===== src/lswa_pkg.sv =====
`timescale 1ns / 1ps
// ----------------------------------------------------------------------------
// Light sample window averager package
// Shared widths, reset level, output queue sizing and the result record.
// ----------------------------------------------------------------------------
package lswa_pkg;

    localparam int SAMPLE_W        = 10;
    localparam int DIFF_W          = 11;
    localparam int LEVEL_MAX       = 1023;
    localparam int RESET_LEVEL     = 600;
    localparam int PAST_STEPS      = 5;

    localparam int WINDOW_DEF      = 8;
    localparam int MEANS_DEF       = 4;
    localparam int MEAN_PERIOD_DEF = 4;

    localparam int OFIFO_DEPTH     = 8;
    localparam int OFIFO_PTR_W     = $clog2(OFIFO_DEPTH);
    localparam int OFIFO_CNT_W     = $clog2(OFIFO_DEPTH + 1);

    typedef struct packed {
        logic [SAMPLE_W-1:0]      current_level;
        logic signed [DIFF_W-1:0] edge_diff;
        logic signed [DIFF_W-1:0] past_diff;
        logic [SAMPLE_W-1:0]      mean_level;
        logic                     mean_updated;
    } result_t;

    typedef struct packed {
        logic [OFIFO_CNT_W-1:0] count;
        logic                   empty;
    } fifo_status_t;

endpackage


===== src/lswa_ram.sv =====
`timescale 1ns / 1ps
// ----------------------------------------------------------------------------
// Generic RAM
// One write port and one read port; read data is registered and shows the
// old contents when the same entry is written in the same cycle.
// ----------------------------------------------------------------------------
module lswa_ram #(
    parameter int WIDTH = 10,
    parameter int DEPTH = 8,
    parameter int AW    = (DEPTH > 1) ? $clog2(DEPTH) : 1
) (
    input  logic             clk,
    input  logic             we,
    input  logic [AW-1:0]    waddr,
    input  logic [WIDTH-1:0] wdata,
    input  logic [AW-1:0]    raddr,
    output logic [WIDTH-1:0] rdata
);

    logic [WIDTH-1:0] mem [DEPTH];
    logic [WIDTH-1:0] rdata_reg;

    always_ff @(posedge clk)
    begin
        rdata_reg <= mem[raddr];
        if (we)
        begin
            mem[waddr] <= wdata;
        end
    end

    assign rdata = rdata_reg;

endmodule


===== src/lswa_cdiv.sv =====
`timescale 1ns / 1ps
// ----------------------------------------------------------------------------
// Constant divider
// Truncating division by a fixed divisor through one registered
// multiplication by a rounded-up reciprocal; exact over the full input range.
// ----------------------------------------------------------------------------
module lswa_cdiv #(
    parameter int IN_W    = 16,
    parameter int DIVISOR = 8
) (
    input  logic            clk,
    input  logic [IN_W-1:0] dividend,
    output logic [IN_W-1:0] quotient
);

    localparam int LD     = $clog2(DIVISOR);
    localparam int SH     = IN_W + LD;
    localparam int MUL_W  = IN_W + 2;
    localparam int PROD_W = SH + IN_W;
    localparam longint unsigned MUL_VAL = ((longint'(1) << SH) + DIVISOR - 1) / DIVISOR;
    localparam logic [MUL_W-1:0] MUL    = MUL_W'(MUL_VAL);

    logic [PROD_W-1:0] prod_reg;
    logic [PROD_W-1:0] prod_next;

    // The rounding error of the reciprocal stays below 1/DIVISOR for every
    // input, so the shifted product is the exact truncated quotient.
    assign prod_next = PROD_W'(dividend) * PROD_W'(MUL);

    always_ff @(posedge clk)
    begin
        prod_reg <= prod_next;
    end

    assign quotient = prod_reg[PROD_W-1:SH];

endmodule


===== src/lswa_out_fifo.sv =====
`timescale 1ns / 1ps
// ----------------------------------------------------------------------------
// Result queue
// Small register queue between the fixed-latency pipeline and the result
// channel; space is reserved upstream so a write never finds it full.
// ----------------------------------------------------------------------------
module lswa_out_fifo (
    input  logic                  clk,
    input  logic                  rst_n,
    input  logic                  wr_en,
    input  lswa_pkg::result_t     wr_data,
    output logic                  rd_valid,
    input  logic                  rd_ready,
    output lswa_pkg::result_t     rd_data,
    output lswa_pkg::fifo_status_t status
);

    lswa_pkg::result_t                  mem_reg [lswa_pkg::OFIFO_DEPTH];
    logic [lswa_pkg::OFIFO_PTR_W-1:0]   wptr_reg;
    logic [lswa_pkg::OFIFO_PTR_W-1:0]   wptr_next;
    logic [lswa_pkg::OFIFO_PTR_W-1:0]   rptr_reg;
    logic [lswa_pkg::OFIFO_PTR_W-1:0]   rptr_next;
    logic [lswa_pkg::OFIFO_CNT_W-1:0]   count_reg;
    logic [lswa_pkg::OFIFO_CNT_W-1:0]   count_next;
    logic                               rd_fire;

    assign rd_valid = (count_reg != '0);
    assign rd_fire  = rd_valid && rd_ready;
    assign rd_data  = mem_reg[rptr_reg];

    always_comb
    begin
        wptr_next  = wptr_reg;
        rptr_next  = rptr_reg;
        count_next = count_reg;
        if (wr_en)
        begin
            wptr_next = (wptr_reg == lswa_pkg::OFIFO_PTR_W'(lswa_pkg::OFIFO_DEPTH - 1))
                        ? '0 : wptr_reg + 1'b1;
        end
        if (rd_fire)
        begin
            rptr_next = (rptr_reg == lswa_pkg::OFIFO_PTR_W'(lswa_pkg::OFIFO_DEPTH - 1))
                        ? '0 : rptr_reg + 1'b1;
        end
        if (wr_en && !rd_fire)
        begin
            count_next = count_reg + 1'b1;
        end
        else if (!wr_en && rd_fire)
        begin
            count_next = count_reg - 1'b1;
        end
    end

    always_ff @(posedge clk or negedge rst_n)
    begin
        if (!rst_n)
        begin
            wptr_reg  <= '0;
            rptr_reg  <= '0;
            count_reg <= '0;
        end
        else
        begin
            wptr_reg  <= wptr_next;
            rptr_reg  <= rptr_next;
            count_reg <= count_next;
        end
    end

    always_ff @(posedge clk)
    begin
        if (wr_en)
        begin
            mem_reg[wptr_reg] <= wr_data;
        end
    end

    assign status.count = count_reg;
    assign status.empty = !rd_valid;

endmodule


===== src/light_sample_window_averager.sv =====
`timescale 1ns / 1ps
// ----------------------------------------------------------------------------
// Light sample window averager
// Windowed running sum of light samples with a decimated history of block
// means; every sample yields one result with edge and past differences.
// ----------------------------------------------------------------------------
//  channel  | signals                                   | transfer when
//  ---------+-------------------------------------------+----------------------------
//  input    | sample, sample_valid, sample_ready        | sample_valid && sample_ready
//  result   | current_level .. mean_updated,            | result_valid && result_ready
//           | result_valid, result_ready                |
//  config   | cfg_we, cfg_wdata (gray level)            | cfg_we
//
// One sample per cycle is sustained while the queue has room. A result enters
// the 8-entry output queue after three registered stages: window RAM read, block
// mean multiply with history RAM read, history mean multiply.
// sample_ready falls when queued results plus samples in those three stages
// fill the queue. No clearing pass after reset: fill pointers make unwritten
// window and history entries read as 600.
// ----------------------------------------------------------------------------
module light_sample_window_averager #(
    parameter int WINDOW      = lswa_pkg::WINDOW_DEF,
    parameter int MEANS       = lswa_pkg::MEANS_DEF,
    parameter int MEAN_PERIOD = lswa_pkg::MEAN_PERIOD_DEF
) (
    input  logic                                 clk,
    input  logic                                 rst_n,
    input  logic                                 cfg_we,
    input  logic [lswa_pkg::SAMPLE_W-1:0]        cfg_wdata,
    input  logic [lswa_pkg::SAMPLE_W-1:0]        sample,
    input  logic                                 sample_valid,
    output logic                                 sample_ready,
    output logic [lswa_pkg::SAMPLE_W-1:0]        current_level,
    output logic signed [lswa_pkg::DIFF_W-1:0]   edge_diff,
    output logic signed [lswa_pkg::DIFF_W-1:0]   past_diff,
    output logic [lswa_pkg::SAMPLE_W-1:0]        mean_level,
    output logic                                 mean_updated,
    output logic                                 result_valid,
    input  logic                                 result_ready
);

    localparam int SW     = lswa_pkg::SAMPLE_W;
    localparam int DW     = lswa_pkg::DIFF_W;
    localparam int PS     = lswa_pkg::PAST_STEPS;
    localparam int WA_W   = (WINDOW > 1) ? $clog2(WINDOW) : 1;
    localparam int HA_W   = (MEANS > 1) ? $clog2(MEANS) : 1;
    localparam int PC_W   = (MEAN_PERIOD > 1) ? $clog2(MEAN_PERIOD) : 1;
    localparam int WSUM_W = $clog2(WINDOW * lswa_pkg::LEVEL_MAX + 1);
    localparam int HSUM_W = $clog2(MEANS * lswa_pkg::LEVEL_MAX + 1);
    localparam int OCNT_W = lswa_pkg::OFIFO_CNT_W + 1;

    localparam logic [SW-1:0]     LEVEL_RST = SW'(lswa_pkg::RESET_LEVEL);
    localparam logic [WSUM_W-1:0] WSUM_RST  = WSUM_W'(WINDOW * lswa_pkg::RESET_LEVEL);
    localparam logic [HSUM_W-1:0] HSUM_RST  = HSUM_W'(MEANS * lswa_pkg::RESET_LEVEL);
    localparam logic [WSUM_W-1:0] WSUM_MAX  = WSUM_W'(WINDOW * lswa_pkg::LEVEL_MAX);
    localparam logic [HSUM_W-1:0] HSUM_MAX  = HSUM_W'(MEANS * lswa_pkg::LEVEL_MAX);

    // Configuration and intake state
    logic [SW-1:0]   gray_level_reg;
    logic [WA_W-1:0] wptr_reg;
    logic            wwrap_reg;
    logic [PC_W-1:0] pcnt_reg;
    logic [SW-1:0]   past_line_reg [PS];
    logic            in_fire;
    logic            push0;

    // Stage 1: window read data returns
    logic            v1_reg;
    logic            push1_reg;
    logic            oldv1_reg;
    logic [SW-1:0]   s1_reg;
    logic [SW-1:0]   past1_reg;
    logic [SW-1:0]   win_rdata;
    logic [SW-1:0]   old_sample;
    logic [WSUM_W-1:0] wsum_reg;
    logic [WSUM_W-1:0] wsum_next;
    logic [DW-1:0]   edge1;
    logic [DW-1:0]   pdiff1;
    logic [HA_W-1:0] hptr_reg;
    logic            hwrap_reg;

    // Stage 2: block mean ready, history read data returns
    logic            v2_reg;
    logic            push2_reg;
    logic [SW-1:0]   s2_reg;
    logic [DW-1:0]   edge2_reg;
    logic [DW-1:0]   pdiff2_reg;
    logic [HA_W-1:0] haddr2_reg;
    logic            hvalid2_reg;
    logic            fwd2_reg;
    logic [SW-1:0]   fwd_data2_reg;
    logic [WSUM_W-1:0] wdiv_q;
    logic [SW-1:0]   block_mean;
    logic [SW-1:0]   hist_rdata;
    logic [SW-1:0]   head_mean;
    logic            hist_we;
    logic [HSUM_W-1:0] hsum_reg;
    logic [HSUM_W-1:0] hsum_next;

    // Stage 3: history mean ready
    logic            v3_reg;
    logic            push3_reg;
    logic [SW-1:0]   s3_reg;
    logic [DW-1:0]   edge3_reg;
    logic [DW-1:0]   pdiff3_reg;
    logic [HSUM_W-1:0] hdiv_q;

    lswa_pkg::result_t      res3;
    lswa_pkg::result_t      out_res;
    lswa_pkg::fifo_status_t fifo_stat;
    logic [OCNT_W-1:0]      in_flight;

    // ------------------------------------------------------------------------
    // Intake
    // ------------------------------------------------------------------------
    assign in_flight    = OCNT_W'(fifo_stat.count) + OCNT_W'(v1_reg)
                        + OCNT_W'(v2_reg) + OCNT_W'(v3_reg);
    assign sample_ready = (in_flight < OCNT_W'(lswa_pkg::OFIFO_DEPTH));
    assign in_fire      = sample_valid && sample_ready;
    assign push0        = (pcnt_reg == '0);

    always_ff @(posedge clk or negedge rst_n)
    begin
        if (!rst_n)
        begin
            gray_level_reg <= LEVEL_RST;
            wptr_reg       <= '0;
            wwrap_reg      <= 1'b0;
            pcnt_reg       <= '0;
            past_line_reg  <= '{default: LEVEL_RST};
        end
        else
        begin
            if (cfg_we)
            begin
                gray_level_reg <= cfg_wdata;
            end
            if (in_fire)
            begin
                wptr_reg <= (wptr_reg == WA_W'(WINDOW - 1)) ? '0 : wptr_reg + 1'b1;
                if (wptr_reg == WA_W'(WINDOW - 1))
                begin
                    wwrap_reg <= 1'b1;
                end
                pcnt_reg <= (pcnt_reg == PC_W'(MEAN_PERIOD - 1)) ? '0 : pcnt_reg + 1'b1;
                past_line_reg[0] <= sample;
                for (int i = 1; i < PS; i++)
                begin
                    past_line_reg[i] <= past_line_reg[i-1];
                end
            end
        end
    end

    // The oldest window entry is read and replaced by the new sample at the
    // same edge; the RAM returns the old contents.
    lswa_ram #(
        .WIDTH (SW),
        .DEPTH (WINDOW),
        .AW    (WA_W)
    ) u_window_ram (
        .clk   (clk),
        .we    (in_fire),
        .waddr (wptr_reg),
        .wdata (sample),
        .raddr (wptr_reg),
        .rdata (win_rdata)
    );

    // ------------------------------------------------------------------------
    // Stage 1: running window sum
    // ------------------------------------------------------------------------
    always_ff @(posedge clk)
    begin
        s1_reg    <= sample;
        past1_reg <= past_line_reg[PS-1];
        oldv1_reg <= wwrap_reg;
        push1_reg <= push0;
    end

    assign old_sample = oldv1_reg ? win_rdata : LEVEL_RST;
    assign wsum_next  = wsum_reg - WSUM_W'(old_sample) + WSUM_W'(s1_reg);
    assign edge1      = DW'(gray_level_reg) - DW'(s1_reg);
    assign pdiff1     = DW'(past1_reg) - DW'(s1_reg);

    lswa_cdiv #(
        .IN_W    (WSUM_W),
        .DIVISOR (WINDOW)
    ) u_window_div (
        .clk      (clk),
        .dividend (wsum_next),
        .quotient (wdiv_q)
    );

    // ------------------------------------------------------------------------
    // Stage 2: push the block mean into the history
    // ------------------------------------------------------------------------
    assign block_mean = wdiv_q[SW-1:0];
    assign hist_we    = v2_reg && push2_reg;
    assign head_mean  = fwd2_reg    ? fwd_data2_reg :
                        hvalid2_reg ? hist_rdata    : LEVEL_RST;
    assign hsum_next  = hist_we ? (hsum_reg - HSUM_W'(head_mean) + HSUM_W'(block_mean))
                                : hsum_reg;

    // A push leaving stage 2 writes the entry that a push entering stage 2
    // has just read when the history has a single entry; that value is
    // forwarded.
    always_ff @(posedge clk)
    begin
        s2_reg        <= s1_reg;
        edge2_reg     <= edge1;
        pdiff2_reg    <= pdiff1;
        push2_reg     <= push1_reg;
        haddr2_reg    <= hptr_reg;
        hvalid2_reg   <= hwrap_reg;
        fwd_data2_reg <= block_mean;
    end

    lswa_ram #(
        .WIDTH (SW),
        .DEPTH (MEANS),
        .AW    (HA_W)
    ) u_history_ram (
        .clk   (clk),
        .we    (hist_we),
        .waddr (haddr2_reg),
        .wdata (block_mean),
        .raddr (hptr_reg),
        .rdata (hist_rdata)
    );

    lswa_cdiv #(
        .IN_W    (HSUM_W),
        .DIVISOR (MEANS)
    ) u_history_div (
        .clk      (clk),
        .dividend (hsum_next),
        .quotient (hdiv_q)
    );

    // ------------------------------------------------------------------------
    // Stage 3 and control
    // ------------------------------------------------------------------------
    always_ff @(posedge clk)
    begin
        s3_reg     <= s2_reg;
        edge3_reg  <= edge2_reg;
        pdiff3_reg <= pdiff2_reg;
        push3_reg  <= push2_reg;
    end

    always_ff @(posedge clk or negedge rst_n)
    begin
        if (!rst_n)
        begin
            v1_reg    <= 1'b0;
            v2_reg    <= 1'b0;
            v3_reg    <= 1'b0;
            fwd2_reg  <= 1'b0;
            hptr_reg  <= '0;
            hwrap_reg <= 1'b0;
            wsum_reg  <= WSUM_RST;
            hsum_reg  <= HSUM_RST;
        end
        else
        begin
            v1_reg   <= in_fire;
            v2_reg   <= v1_reg;
            v3_reg   <= v2_reg;
            fwd2_reg <= v1_reg && push1_reg && hist_we && (haddr2_reg == hptr_reg);
            if (v1_reg)
            begin
                wsum_reg <= wsum_next;
            end
            if (v1_reg && push1_reg)
            begin
                hptr_reg <= (hptr_reg == HA_W'(MEANS - 1)) ? '0 : hptr_reg + 1'b1;
                if (hptr_reg == HA_W'(MEANS - 1))
                begin
                    hwrap_reg <= 1'b1;
                end
            end
            hsum_reg <= hsum_next;
        end
    end

    assign res3.current_level = s3_reg;
    assign res3.edge_diff     = edge3_reg;
    assign res3.past_diff     = pdiff3_reg;
    assign res3.mean_level    = hdiv_q[SW-1:0];
    assign res3.mean_updated  = push3_reg;

    lswa_out_fifo u_out_fifo (
        .clk      (clk),
        .rst_n    (rst_n),
        .wr_en    (v3_reg),
        .wr_data  (res3),
        .rd_valid (result_valid),
        .rd_ready (result_ready),
        .rd_data  (out_res),
        .status   (fifo_stat)
    );

    assign current_level = out_res.current_level;
    assign edge_diff     = out_res.edge_diff;
    assign past_diff     = out_res.past_diff;
    assign mean_level    = out_res.mean_level;
    assign mean_updated  = out_res.mean_updated;

`ifndef NO_ASSERTIONS
    // Reserved queue space must cover every sample still in the pipeline.
    a_queue_room: assert property (@(posedge clk) disable iff (!rst_n)
        in_flight <= OCNT_W'(lswa_pkg::OFIFO_DEPTH))
        else $error("result queue overcommitted");

    a_wsum_range: assert property (@(posedge clk) disable iff (!rst_n)
        wsum_reg <= WSUM_MAX)
        else $error("window sum out of range");

    a_hsum_range: assert property (@(posedge clk) disable iff (!rst_n)
        hsum_reg <= HSUM_MAX)
        else $error("history sum out of range");

    a_fwd_push: assert property (@(posedge clk) disable iff (!rst_n)
        fwd2_reg |-> (v2_reg && push2_reg))
        else $error("history forward without a push");
`endif

endmodule

===== config.mk =====
export PLATFORM = sky130hd
export DESIGN_NAME = light_sample_window_averager
export DESIGN_NICKNAME = d
export VERILOG_FILES = /design/src/lswa_pkg.sv /design/src/lswa_ram.sv /design/src/lswa_cdiv.sv /design/src/lswa_out_fifo.sv /design/src/light_sample_window_averager.sv
export SDC_FILE = /design/constraint.sdc
export NUM_CORES = 1
export LEC_CHECK = 0
export BUFFER_PORTS_ARGS = -buffer_cell sky130_fd_sc_hd__buf_2
export CAP_MARGIN = 25
export CORE_MARGIN = 4
export CORE_UTILIZATION = 65
export CTS_BUF_LIST = sky130_fd_sc_hd__clkbuf_16
export DETAILED_ROUTE_END_ITERATION = 8
export PLACE_DENSITY = 0.82
export SYNTH_ARGS = -nofsm -noshare
export SYNTH_HDL_FRONTEND = slang
export SYNTH_SLANG_ARGS = --single-unit

===== constraint.sdc =====
create_clock -name clk -period 11.5 [get_ports clk]
set_input_delay 0.575 -clock clk [delete_from_list [all_inputs] [get_ports clk]]
set_output_delay 0.575 -clock clk [all_outputs]
set_load 0.01 [all_outputs]

==> impl_metrics.tcl, run 1 <==
set metrics [dict create \
    status "complete, no violations" \
    grt_usage 0.2448 \
    grt_setup_unrepaired "no" \
    max_cap_violations 0 \
    adder_cell_area_share_of_the_yosys_netlist 0.04464 \
    holdBufCountCts 1 \
    cts_setup_buffers 0 \
    placedCellCount 2136 \
    clock_latency_ns 0.60 \
    drt-wirelength-per-cell_um 23.43 \
    post_synth_inst_count 1566 \
    worst_setup_path_end_kind "flop" \
    routed-via-count 13615 \
    largest_reg_flops 344 \
    mappedNetlistNets 1673 \
    drc 0 \
    synth_enable_flop_cells 464 \
    met3RoutedLength_um 3493 \
    htree_levels 3 \
    firstDrtPassIters 5 \
    crit_type "flop to flop" \
    seq_area_frac_synth 0.7217 \
    overflow 0 \
    design.final.nets 1785 \
    final_period_minus_worst_setup_slack_ns 4.337 \
    tritoncts_num_sinks 713 \
    drive_above_1_share 0.2543 \
    cp_max_fo 59 \
    ys_seq_elements 713 \
    post_synth_mux_area_share 0.1243 \
    layout.cell_area.non_filler_mm2 0.03039 \
    min_period_over_period 0.3771 \
    dominantRegCellSynth "sky130_fd_sc_hd__edfxtp_1" \
    setup_ws_ns 7.163 \
    vdd_drop_max_v 0.0001904 \
    maximum_number_of_pins_on_one_net_before_global_route_repair 77 \
    dr.max_layer_used "met5" \
    tritoncts "built" \
    timing.fmax_mhz 230.6 \
    slew-limit-headroom 0.3878 \
    yosys.area_share.xor_xnor 0.01199 \
    worstHoldPathType "primary input to flop" \
    ant_nets 0 \
    antenna_violations_before_repair 1 \
    fp.dieH_um 211.9 \
    initial_core_util 0.6602 \
    ys_warn_count 0 \
    syn_area_per_cell_um2 17.25 \
    finish.cell_count_without_fillers 2266 \
    ctsLongestPathBuffers 3 \
    first_pass_grt_wire_length_um 83130 \
    placement.setup.worst_slack_ns 7.012 \
    dpl_cell_area_mm2 0.02808 \
    post_route_m1_wl_um 21060 \
    ioPinCount 70 \
    slew_violations 0 \
    nFillCells 2266 \
    largest_family_of_logic_cells_by_synthesized_area "multiplexers" \
    max_slew.worst_pin.slew_ns 0.9142 \
    worstPathArrival_ns 4.63 \
    dr.first_iter.drc_count 1366 \
    die_area_mm2 0.04489 \
    yosys.area_share.simple 0.04881 \
    hpwl_um 30810 \
    max_clock_skew_ns 0.01904 \
    ctsRootBufferMaster "sky130_fd_sc_hd__clkbuf_16" \
    synth_compound_area_frac 0.03186 \
    cts-resized-gates 0 \
    number_of_core_rows 74 \
    syn_to_final_growth_pct 12.47 \
    p_leak_uw 0.01131 \
    final-setup-viol-count 0 \
    critical_path.startpoint_type "flop" \
    met2_wirelength_um 26990 \
    critical_path_required_ns 11.79 \
    power_density_normalized_to_cell_area_mw_per_mm2 293.9 \
    tritoncts.num_buffers 68 \
    core_region_area_mm2 0.04092 \
    placement.io_buffers 69 \
    async_reset_ff_frac 0.1515 \
    final-hold-violation-count 0 \
    viasPerCell 6.008 \
    via_count_of_the_first_global_routing_pass 14250 \
    die_x_um 211.9 \
    postRouteWirelength_um 53090 \
    synthDistinctLibCells 67 \
    setup_tns_ns 0 \
    cts.reportedPaths.clkPinSlew_ns 0.06 \
    synth_cell_area_mm2 0.02702 \
    gpl.final_weighted_congestion 0.8422 \
    antennaDiodeCount 0 \
]
## path summary, 6_finish.rpt
path	startpoint	to	slack, ns	depth (start not counted)
max reg2reg	v1_reg	u_window_ram.mem[5][8]	7.16	11
max in group asynchronous	rst_n	past_line_reg[29]	10.05	4
max	v1_reg	u_window_ram.mem[5][8]	7.16	11
min	cfg_wdata[0]	gray_level_reg[0]	0.19	3
min reg2reg	edge2_reg[10]	edge3_reg[10]	0.32	0
min in group asynchronous	rst_n	asynchronous set/reset pin	0.49	2
## synthesized netlist by cell type (20+ instances only)
library cell	number	area, um^2
sky130_fd_sc_hd__clkbuf_1	31	116.4
sky130_fd_sc_hd__mux4_2	108	2432
sky130_fd_sc_hd__dfrtp_1	76	1902
sky130_fd_sc_hd__ha_1	58	725.7
sky130_fd_sc_hd__dfstp_2	32	840.8
sky130_fd_sc_hd__fa_1	24	480.5
sky130_fd_sc_hd__a21oi_1	25	125.1
sky130_fd_sc_hd__nor2_1	27	101.4
sky130_fd_sc_hd__inv_1	54	202.7
sky130_fd_sc_hd__o21ai_0	20	100.1
sky130_fd_sc_hd__dfxtp_1	141	2823
sky130_fd_sc_hd__xnor2_1	20	175.2
sky130_fd_sc_hd__mux2_2	75	844.6
sky130_fd_sc_hd__edfxtp_1	464	13930
sky130_fd_sc_hd__nand2_1	193	724.4
## kinds of logic (layout without fill, tap and decap cells)
group                      after synthesis  in the layout
DFF                                    713            713
AOI/OAI and AO/OA                      133            133
xor gates and xnor gates                37             37
buffers and inverters                  111            279
and+or+nand+nor                        299            299
muxes                                  191            191
adders and majority gates               82             82
## worst max-delay path, stage by stage (launching register included)
cell and delay, ns:
sky130_fd_sc_hd__dfrtp_1 0.37, sky130_fd_sc_hd__buf_4 0.22, sky130_fd_sc_hd__fa_1 0.44, sky130_fd_sc_hd__ha_1 0.28, sky130_fd_sc_hd__a31o_1 0.21, sky130_fd_sc_hd__a21oi_1 0.20
sky130_fd_sc_hd__nand2_2 0.07, sky130_fd_sc_hd__buf_4 0.30, sky130_fd_sc_hd__inv_2 0.75, sky130_fd_sc_hd__nand2_1 0.26, sky130_fd_sc_hd__nor3_1 0.58, sky130_fd_sc_hd__buf_2 0.29
## layout make-up
type                            count  area, um^2  area share
Clock inverter                     54       431.7     0.01421
Sequential cell                   713       19510      0.6420
Clock buffer                       72        1802     0.05929
Multi-Input combinational cell    742        7154      0.2354
Tap cell                          532       665.6     0.02191
Timing Repair Buffer               97       615.6     0.02026
Inverter                           56       210.2    0.006918
## metal layers
layer,vias to the layer above,GRT usage
met5,-,0
met4,2,0.08285
met1,6936,0.3377
met2,481,0.4056
li1,6099,-
met3,97,0.04253
## cell usage in the layout, fill, tap and decap left out, types with 10 or more instances in the layout
master	netlist	final
sky130_fd_sc_hd__a21o_1	16	16
sky130_fd_sc_hd__a21oi_1	25	25
sky130_fd_sc_hd__buf_2	14	70
sky130_fd_sc_hd__buf_4	2	23
sky130_fd_sc_hd__clkbuf_16	0	72
sky130_fd_sc_hd__clkinv_1	1	13
sky130_fd_sc_hd__clkinv_2	0	15
sky130_fd_sc_hd__dfrtp_1	76	73
sky130_fd_sc_hd__dfstp_2	32	32
sky130_fd_sc_hd__dfxtp_1	141	141
sky130_fd_sc_hd__edfxtp_1	464	464
sky130_fd_sc_hd__fa_1	24	24
sky130_fd_sc_hd__ha_1	58	58
sky130_fd_sc_hd__inv_1	54	64
sky130_fd_sc_hd__mux2_2	75	75
sky130_fd_sc_hd__mux4_2	108	108
sky130_fd_sc_hd__nand2_1	193	192
sky130_fd_sc_hd__nand2b_1	10	10
sky130_fd_sc_hd__nor2_1	27	21
sky130_fd_sc_hd__nor2b_1	14	14
sky130_fd_sc_hd__nor3_1	17	14
sky130_fd_sc_hd__o21ai_0	20	20
sky130_fd_sc_hd__o21ai_1	16	16
sky130_fd_sc_hd__xnor2_1	20	20
sky130_fd_sc_hd__xor2_1	17	17
## metrics by stage
stage                     total power, uW    util  hold WS (ns)
after floorplan                      5879       -        0.2794
final                                8932  0.7425        0.1904
after detailed placement             6731  0.6862        0.3121
after global placement               6601  0.6851        0.3100
after CTS                            8976  0.7410        0.1608
after global routing                 9453  0.7425        0.1805
## where the power goes
part,internal [uW],leakage (uW),switching (uW),total (uW)
Sequential,3450,0.00666,408,3860
Clock,1240,0.00114,958,2200
Combinational,1330,0.00351,1550,2870
(Power assumes the default switching activity.)
==> run 2, diff against run 1 <==
--- a/config.mk
+++ b/config.mk
@@ -8,10 +8,10 @@
 export BUFFER_PORTS_ARGS = -buffer_cell sky130_fd_sc_hd__buf_2
 export CAP_MARGIN = 25
 export CORE_MARGIN = 4
-export CORE_UTILIZATION = 65
+export CORE_UTILIZATION = 56
 export CTS_BUF_LIST = sky130_fd_sc_hd__clkbuf_16
 export DETAILED_ROUTE_END_ITERATION = 8
-export PLACE_DENSITY = 0.82
+export PLACE_DENSITY = 0.76
 export SYNTH_ARGS = -nofsm -noshare
 export SYNTH_HDL_FRONTEND = slang
 export SYNTH_SLANG_ARGS = --single-unit
==> constraint.sdc (replaced) <==
create_clock -name clk -period 3.6 [get_ports clk]
set_input_delay 0.18 -clock clk [delete_from_list [all_inputs] [get_ports clk]]
set_output_delay 0.18 -clock clk [all_outputs]
set_load 0.01 [all_outputs]
==> run 2 against run 1 <==
Sequential share of layout area is 0.86 points lower. Die area is 15% higher. Highest routed layer is now met4. Core utilization is 9.7 points lower. Largest power group unchanged.
==> impl_metrics.tcl, run 2 (synthesis results as in run 1) <==
set metrics [dict create \
    status "complete, no violations" \
    placement.io_buffers 69 \
    slew-limit-headroom 0.3337 \
    sequential_cell_area_mm2 0.01951 \
    grt_setup_unrepaired "no" \
    postRouteWirelength_um 52080 \
    antenna_violations_before_repair 0 \
    worstHoldPathType "primary input to flop" \
    die_area_mm2 0.05182 \
    syn_to_final_growth_pct 13.99 \
    ctsRootBufferMaster "sky130_fd_sc_hd__clkbuf_16" \
    overflow 0 \
    holdPathStages 2 \
    worstPathArrival_ns 3.89 \
    nFillCells 3107 \
    sw_frac 0.3236 \
    layout.cell_area.non_filler_mm2 0.03080 \
    tritoncts "built" \
    power_frac_comb 0.317 \
    gpl.final_weighted_congestion 0.8357 \
    drt-wirelength-per-cell_um 21.81 \
    vdd_drop_max_v 0.0004714 \
    largest_reg_flops 344 \
    dpl_cell_area_mm2 0.02834 \
    dr.first_iter.drc_count 1186 \
    p_int_uw 19310 \
    tritoncts_num_sinks 713 \
    final-setup-viol-count 0 \
    power_density_normalized_to_cell_area_mw_per_mm2 926.9 \
    grt_usage 0.2067 \
    firstDrtPassIters 5 \
    slew_violations 0 \
    rr_endpoint "u_history_div.prod_reg[23]" \
    final_period_minus_worst_setup_slack_ns 3.414 \
    max_cap_violations 0 \
    critical_path_required_ns 4.08 \
    routed-via-count 13596 \
    number_of_core_rows 80 \
    critical_path.startpoint_type "flop" \
    setup_tns_ns 0 \
    min_period_over_period 0.9482 \
    end_point_of_the_most_critical_hold_path "gray_level_reg[3]" \
    hpwl_um 31200 \
    cts.reportedPaths.clkPinSlew_ns 0.06 \
    core_region_area_mm2 0.04775 \
    clock_latency_ns 0.59 \
    antennaDiodeCount 0 \
    max_slew.worst_pin.slew_ns 0.9994 \
    drive_above_1_share 0.2572 \
    p_leak_uw 0.01147 \
    ioPinCount 70 \
    power.net_switching_uw 9237 \
    worstHoldStart "cfg_we" \
    worstReg2RegStart "fwd2_reg" \
    final-hold-violation-count 0 \
    maximum_number_of_pins_on_one_net_before_global_route_repair 59 \
    cp_max_fo 8 \
    crit_type "flop to flop" \
    worst_r2r_path_depth 10 \
    viasPerCell 5.693 \
    drc 0 \
    design.final.nets 1824 \
    via_count_of_the_first_global_routing_pass 14128 \
    htree_levels 3 \
    multi_input_comb_area_mm2 0.007152 \
    ctsLongestPathBuffers 3 \
    initial_core_util 0.5659 \
    timing.fmax_mhz 292.9 \
    fp.dieH_um 227.6 \
    max_clock_skew_ns 0.02053 \
    power_frac_seq 0.439 \
    die_x_um 227.6 \
    share_clk_of_total_power 0.244 \
    tritoncts.num_buffers 69 \
    layout_common_cells "464 x sky130_fd_sc_hd__edfxtp_1, 192 x sky130_fd_sc_hd__nand2_1, 141 x sky130_fd_sc_hd__dfxtp_1, 108 x sky130_fd_sc_hd__mux4_2, 75 x sky130_fd_sc_hd__mux2_2" \
    ant_nets 0 \
    final_common_cell "sky130_fd_sc_hd__edfxtp_1" \
    rrSetupSlack_ns 0.19 \
    worst_setup_path_end_kind "flop" \
    first_pass_grt_wire_length_um 81370 \
    cts_setup_buffers 0 \
]
==> run 2: cell count changes in the layout (fill, tap and decap cells not counted), moves of 3 or more <==
cell,change
sky130_fd_sc_hd__buf_12,+4
sky130_fd_sc_hd__buf_4,+15
sky130_fd_sc_hd__buf_16,-3
sky130_fd_sc_hd__clkinv_2,+5
sky130_fd_sc_hd__dlygate4sd3_1,+24
sky130_fd_sc_hd__nor3_2,-3
==> run 2: through the flow <==
step / setup slack, ns / instances / util / hold WS (ns) / power (uW)
finish: 0.1864 / 2388 / 0.6450 / 0.06107 / 28550
global route: 0.02559 / 2388 / 0.6450 / 0.05838 / 30240
CTS: 0.2071 / 2388 / 0.6450 / 0.01524 / 28800
detailed placement: 0.2232 / 2236 / 0.5937 / 0.2797 / 21710
global placement: 0.3573 / 2236 / 0.5937 / 0.2690 / 21340
floorplan: 0.2259 / 1566 / - / -0.1156 / 18780
==> run 2: critical path, stage by stage (launching register included) <==
cell and delay (ns):
sky130_fd_sc_hd__dfrtp_1 0.46, sky130_fd_sc_hd__nor2b_1 0.37, sky130_fd_sc_hd__a22oi_1 0.14, sky130_fd_sc_hd__fa_1 0.50
sky130_fd_sc_hd__ha_1 0.35, sky130_fd_sc_hd__a211o_1 0.26, sky130_fd_sc_hd__a21oi_1 0.21, sky130_fd_sc_hd__a22oi_1 0.19
sky130_fd_sc_hd__a221oi_1 0.35, sky130_fd_sc_hd__mux2i_1 0.28, sky130_fd_sc_hd__xnor2_1 0.19
==> run 2: repair_timing <==
item                                   CTS  global route
hold buffers                            25             0
endpoints found under the hold margin  149             0
gates resized for setup                  0             0
==> run 2: worst max path at each step <==
stage / slack [ns] / cells past startpoint / from / to
final: 0.19 / 10 / fwd2_reg / u_history_div.prod_reg[23]
after floorplan: 0.23 / 7 / v1_reg / u_window_ram.mem[4][0]
after CTS: 0.21 / 10 / fwd2_reg / u_history_div.prod_reg[23]
after global placement: 0.36 / 10 / fwd2_reg / u_history_div.prod_reg[23]
after detailed placement: 0.22 / 10 / fwd2_reg / u_history_div.prod_reg[23]
after global routing: 0.03 / 10 / fwd2_reg / hsum_reg[10]
==> run 2: power by group through the flow <==
stage / Combinational [uW] / Clock (uW) / Sequential [uW]
5_1_grt: 9940 / 7510 / 12800
3_3_place_gp: 8770 / 0 / 12600
6_report: 9040 / 6970 / 12500
2_1_floorplan: 6930 / 0 / 11800
3_5_place_dp: 9000 / 0 / 12700
4_1_cts: 9120 / 7120 / 12600
==> run 2: final cells by class <==
class / count / share of cell area
clock buffer: 71 / 0.05769
clock inverter: 56 / 0.01381
sequential: 713 / 0.6334
tap: 615 / 0.02499
multi-input combinational: 742 / 0.2322
inverter: 56 / 0.006825
timing repair buffer: 135 / 0.03104
==> run 2: per-layer routing <==
layer  track usage  part of all wire  up-vias  wire, um
li1              -                 -     6184         -
met1        0.2839              0.42     6920     21860
met2        0.3477              0.51      412     26520
met3       0.03352             0.049       80      2577
met4       0.06188             0.022        0      1122
met5             0                 0        -         0
==> run 3, diff against run 2 <==
--- a/config.mk
+++ b/config.mk
@@ -8,10 +8,10 @@
 export BUFFER_PORTS_ARGS = -buffer_cell sky130_fd_sc_hd__buf_2
 export CAP_MARGIN = 25
 export CORE_MARGIN = 4
-export CORE_UTILIZATION = 56
-export CTS_BUF_LIST = sky130_fd_sc_hd__clkbuf_16
+export CORE_UTILIZATION = 64
+export CTS_BUF_LIST = sky130_fd_sc_hd__clkbuf_4
 export DETAILED_ROUTE_END_ITERATION = 8
-export PLACE_DENSITY = 0.76
+export PLACE_DENSITY = 0.81
 export SYNTH_ARGS = -nofsm -noshare
 export SYNTH_HDL_FRONTEND = slang
 export SYNTH_SLANG_ARGS = --single-unit
==> constraint.sdc (replaced) <==
create_clock -name clk -period 3.85 [get_ports clk]
set_input_delay 0.1925 -clock clk [delete_from_list [all_inputs] [get_ports clk]]
set_output_delay 0.1925 -clock clk [all_outputs]
set_load 0.01 [all_outputs]
==> run 3 against run 2 <==
Register-to-register slack improved by 0.24 ns. Global-route usage is 2.6 points higher. Via count grew 4.7%. Clock-buffer cell count up 190. Core utilization up 9.3 points. Sequential cell count is the same. Cell count up 4.9%. Die area is 12% lower. Setup slack gained 0.24 ns. Maximum frequency is 0.42% lower. Wire length decreased by 2.8%. Clock skew grew 0.055 ns.
==> impl_metrics.tcl, run 3 (synthesis results as in run 1) <==
set metrics [dict create \
    timing.fmax_mhz 291.7 \
    cp_max_fo 8 \
    power_density_normalized_to_cell_area_mw_per_mm2 845.5 \
    design.final.nets 1932 \
    path_delay_family "compound AO/OA/AOI/OAI gates" \
    postRouteWirelength_um 50630 \
    crit_type "flop to flop" \
    gpl.final_weighted_congestion 0.8414 \
    ctsRootBufferMaster "sky130_fd_sc_hd__clkbuf_4" \
    slowest_delay_ns 0.52 \
    slew_violations 0 \
    clock_latency_ns 0.88 \
    worst_setup_path_end_kind "flop" \
    syn_to_final_growth_pct 14.34 \
    worstHoldPathType "primary input to flop" \
    ant_nets 0 \
    critical_path_required_ns 4.64 \
    antenna_violations_before_repair 1 \
    sw_frac 0.3276 \
    worstPathArrival_ns 4.22 \
    htree_levels 4 \
    max_cap_violations 0 \
    final_period_minus_worst_setup_slack_ns 3.428 \
    fp.dieH_um 213.5 \
    dpl_cell_area_mm2 0.02819 \
    maximum_number_of_pins_on_one_net_before_global_route_repair 72 \
    crit_chain "nor2b_1 > a22oi_1 > fa_1 > ha_1 > a211o_1 > a21oi_1 > a22oi_1 > a221oi_1 > mux2i_1 > xnor2_1" \
    ioPinCount 70 \
    overflow 0 \
    p_int_uw 17560 \
    firstDrtPassIters 5 \
    grt_setup_unrepaired "no" \
    final_common_cell "sky130_fd_sc_hd__edfxtp_1" \
    layout_common_cells "464 x sky130_fd_sc_hd__edfxtp_1, 261 x sky130_fd_sc_hd__clkbuf_4, 192 x sky130_fd_sc_hd__nand2_1, 141 x sky130_fd_sc_hd__dfxtp_1, 108 x sky130_fd_sc_hd__mux4_2" \
    max_clock_skew_ns 0.07522 \
    critical_path_buf_inv_count 0 \
    final-hold-violation-count 0 \
    core_region_area_mm2 0.04185 \
    critical_path.startpoint_type "flop" \
    drive_above_1_share 0.3187 \
    tritoncts.num_buffers 167 \
    largest_reg_flops 344 \
    cpMostUsedCell "sky130_fd_sc_hd__a22oi_1" \
    initial_core_util 0.6455 \
    dr.first_iter.drc_count 1068 \
    via_count_of_the_first_global_routing_pass 15080 \
    first_pass_grt_wire_length_um 81250 \
    vdd_drop_max_v 0.0004794 \
    grt_usage 0.2325 \
    drc 0 \
    power_frac_seq 0.447 \
    drt-wirelength-per-cell_um 20.22 \
    placement.io_buffers 69 \
    share_clk_of_total_power 0.233 \
    cts-resized-gates 0 \
    status "complete, no violations" \
    max_slew.worst_pin.slew_ns 0.9282 \
    viasPerCell 5.687 \
    report.power.total_uw 26120 \
    power_frac_comb 0.320 \
    cts.reportedPaths.clkPinSlew_ns 0.07 \
    final-setup-viol-count 0 \
    die_x_um 213.5 \
    p_leak_uw 0.01171 \
    highest_delay_cell_along_the_critical_path "sky130_fd_sc_hd__fa_1" \
    min_period_over_period 0.8904 \
    die_area_mm2 0.04557 \
    setup_tns_ns 0 \
    number_of_core_rows 75 \
    ctsLongestPathBuffers 3 \
    tritoncts_num_sinks 713 \
    slew-limit-headroom 0.3778 \
    tritoncts "built" \
    holdBufCountCts 39 \
    layout.cell_area.non_filler_mm2 0.03089 \
    cts_setup_buffers 0 \
    power.net_switching_uw 8555 \
    routed-via-count 14241 \
    hpwl_um 30770 \
]
-- run 3: changes by cell type in the layout (fill, tap and decap cells not counted), sizes merged --
cell	change
buf	-4
bufinv	-3
clkbuf	+190
clkinv	-1
clkinvlp	+4
diode	+1
dlygate4sd3	+14
inv	-9
-- run 3: metrics by stage --
step,utilization,hold slack [ns],setup slack [ns],instances
4_1_cts,0.7367,0.009344,0.3042,2501
6_report,0.7381,0.1377,0.4221,2504
3_5_place_dp,0.6735,0.3121,0.3563,2154
5_1_grt,0.7381,0.08351,0.2195,2504
2_1_floorplan,-,-0.1031,0.4759,1566
3_3_place_gp,0.6735,0.3107,0.5525,2154
-- run 3: per-layer routing --
metal	global-route usage	routed length [um]	vias to the layer above
met2	0.3792	25830	439
met5	0	0	-
met4	0.08894	795	0
met3	0.04784	2492	65
li1	-	-	6553
met1	0.3168	21510	7184
-- run 3: cell type report --
cell class              instances  area (um^2)
clock inverters                47        294.0
flip-flops and latches        713        19510
inverters                      56        210.2
fillers                      2372        10960
repair buffers                145         1081
diodes                          1        2.502
clock buffers                 261         1959
multi-input cells             742         7162
well taps                     539        674.4
-- run 3: power by group through the flow --
stage | logic [uW] | clock network, uW | registers [uW]
final | 8350 | 6100 | 11700
after global placement | 8010 | 0 | 11700
after floorplan | 6480 | 0 | 11100
after detailed placement | 8240 | 0 | 11900
after global routing | 9250 | 6710 | 11900
after CTS | 8330 | 6270 | 11700
-- run 3: final timing paths --
path	startpoint	to	slack, ns	cells past startpoint
max	fwd2_reg	hsum_reg[11]	0.42	10
min	sample[9]	s1_reg[9]	0.14	2
max reg2reg	fwd2_reg	hsum_reg[11]	0.42	10
min reg2reg	s2_reg[2]	s3_reg[2]	0.28	0
max in group asynchronous	rst_n	u_out_fifo.count_reg[2]	2.12	5
min in group asynchronous	rst_n	hsum_reg[8]	0.38	3
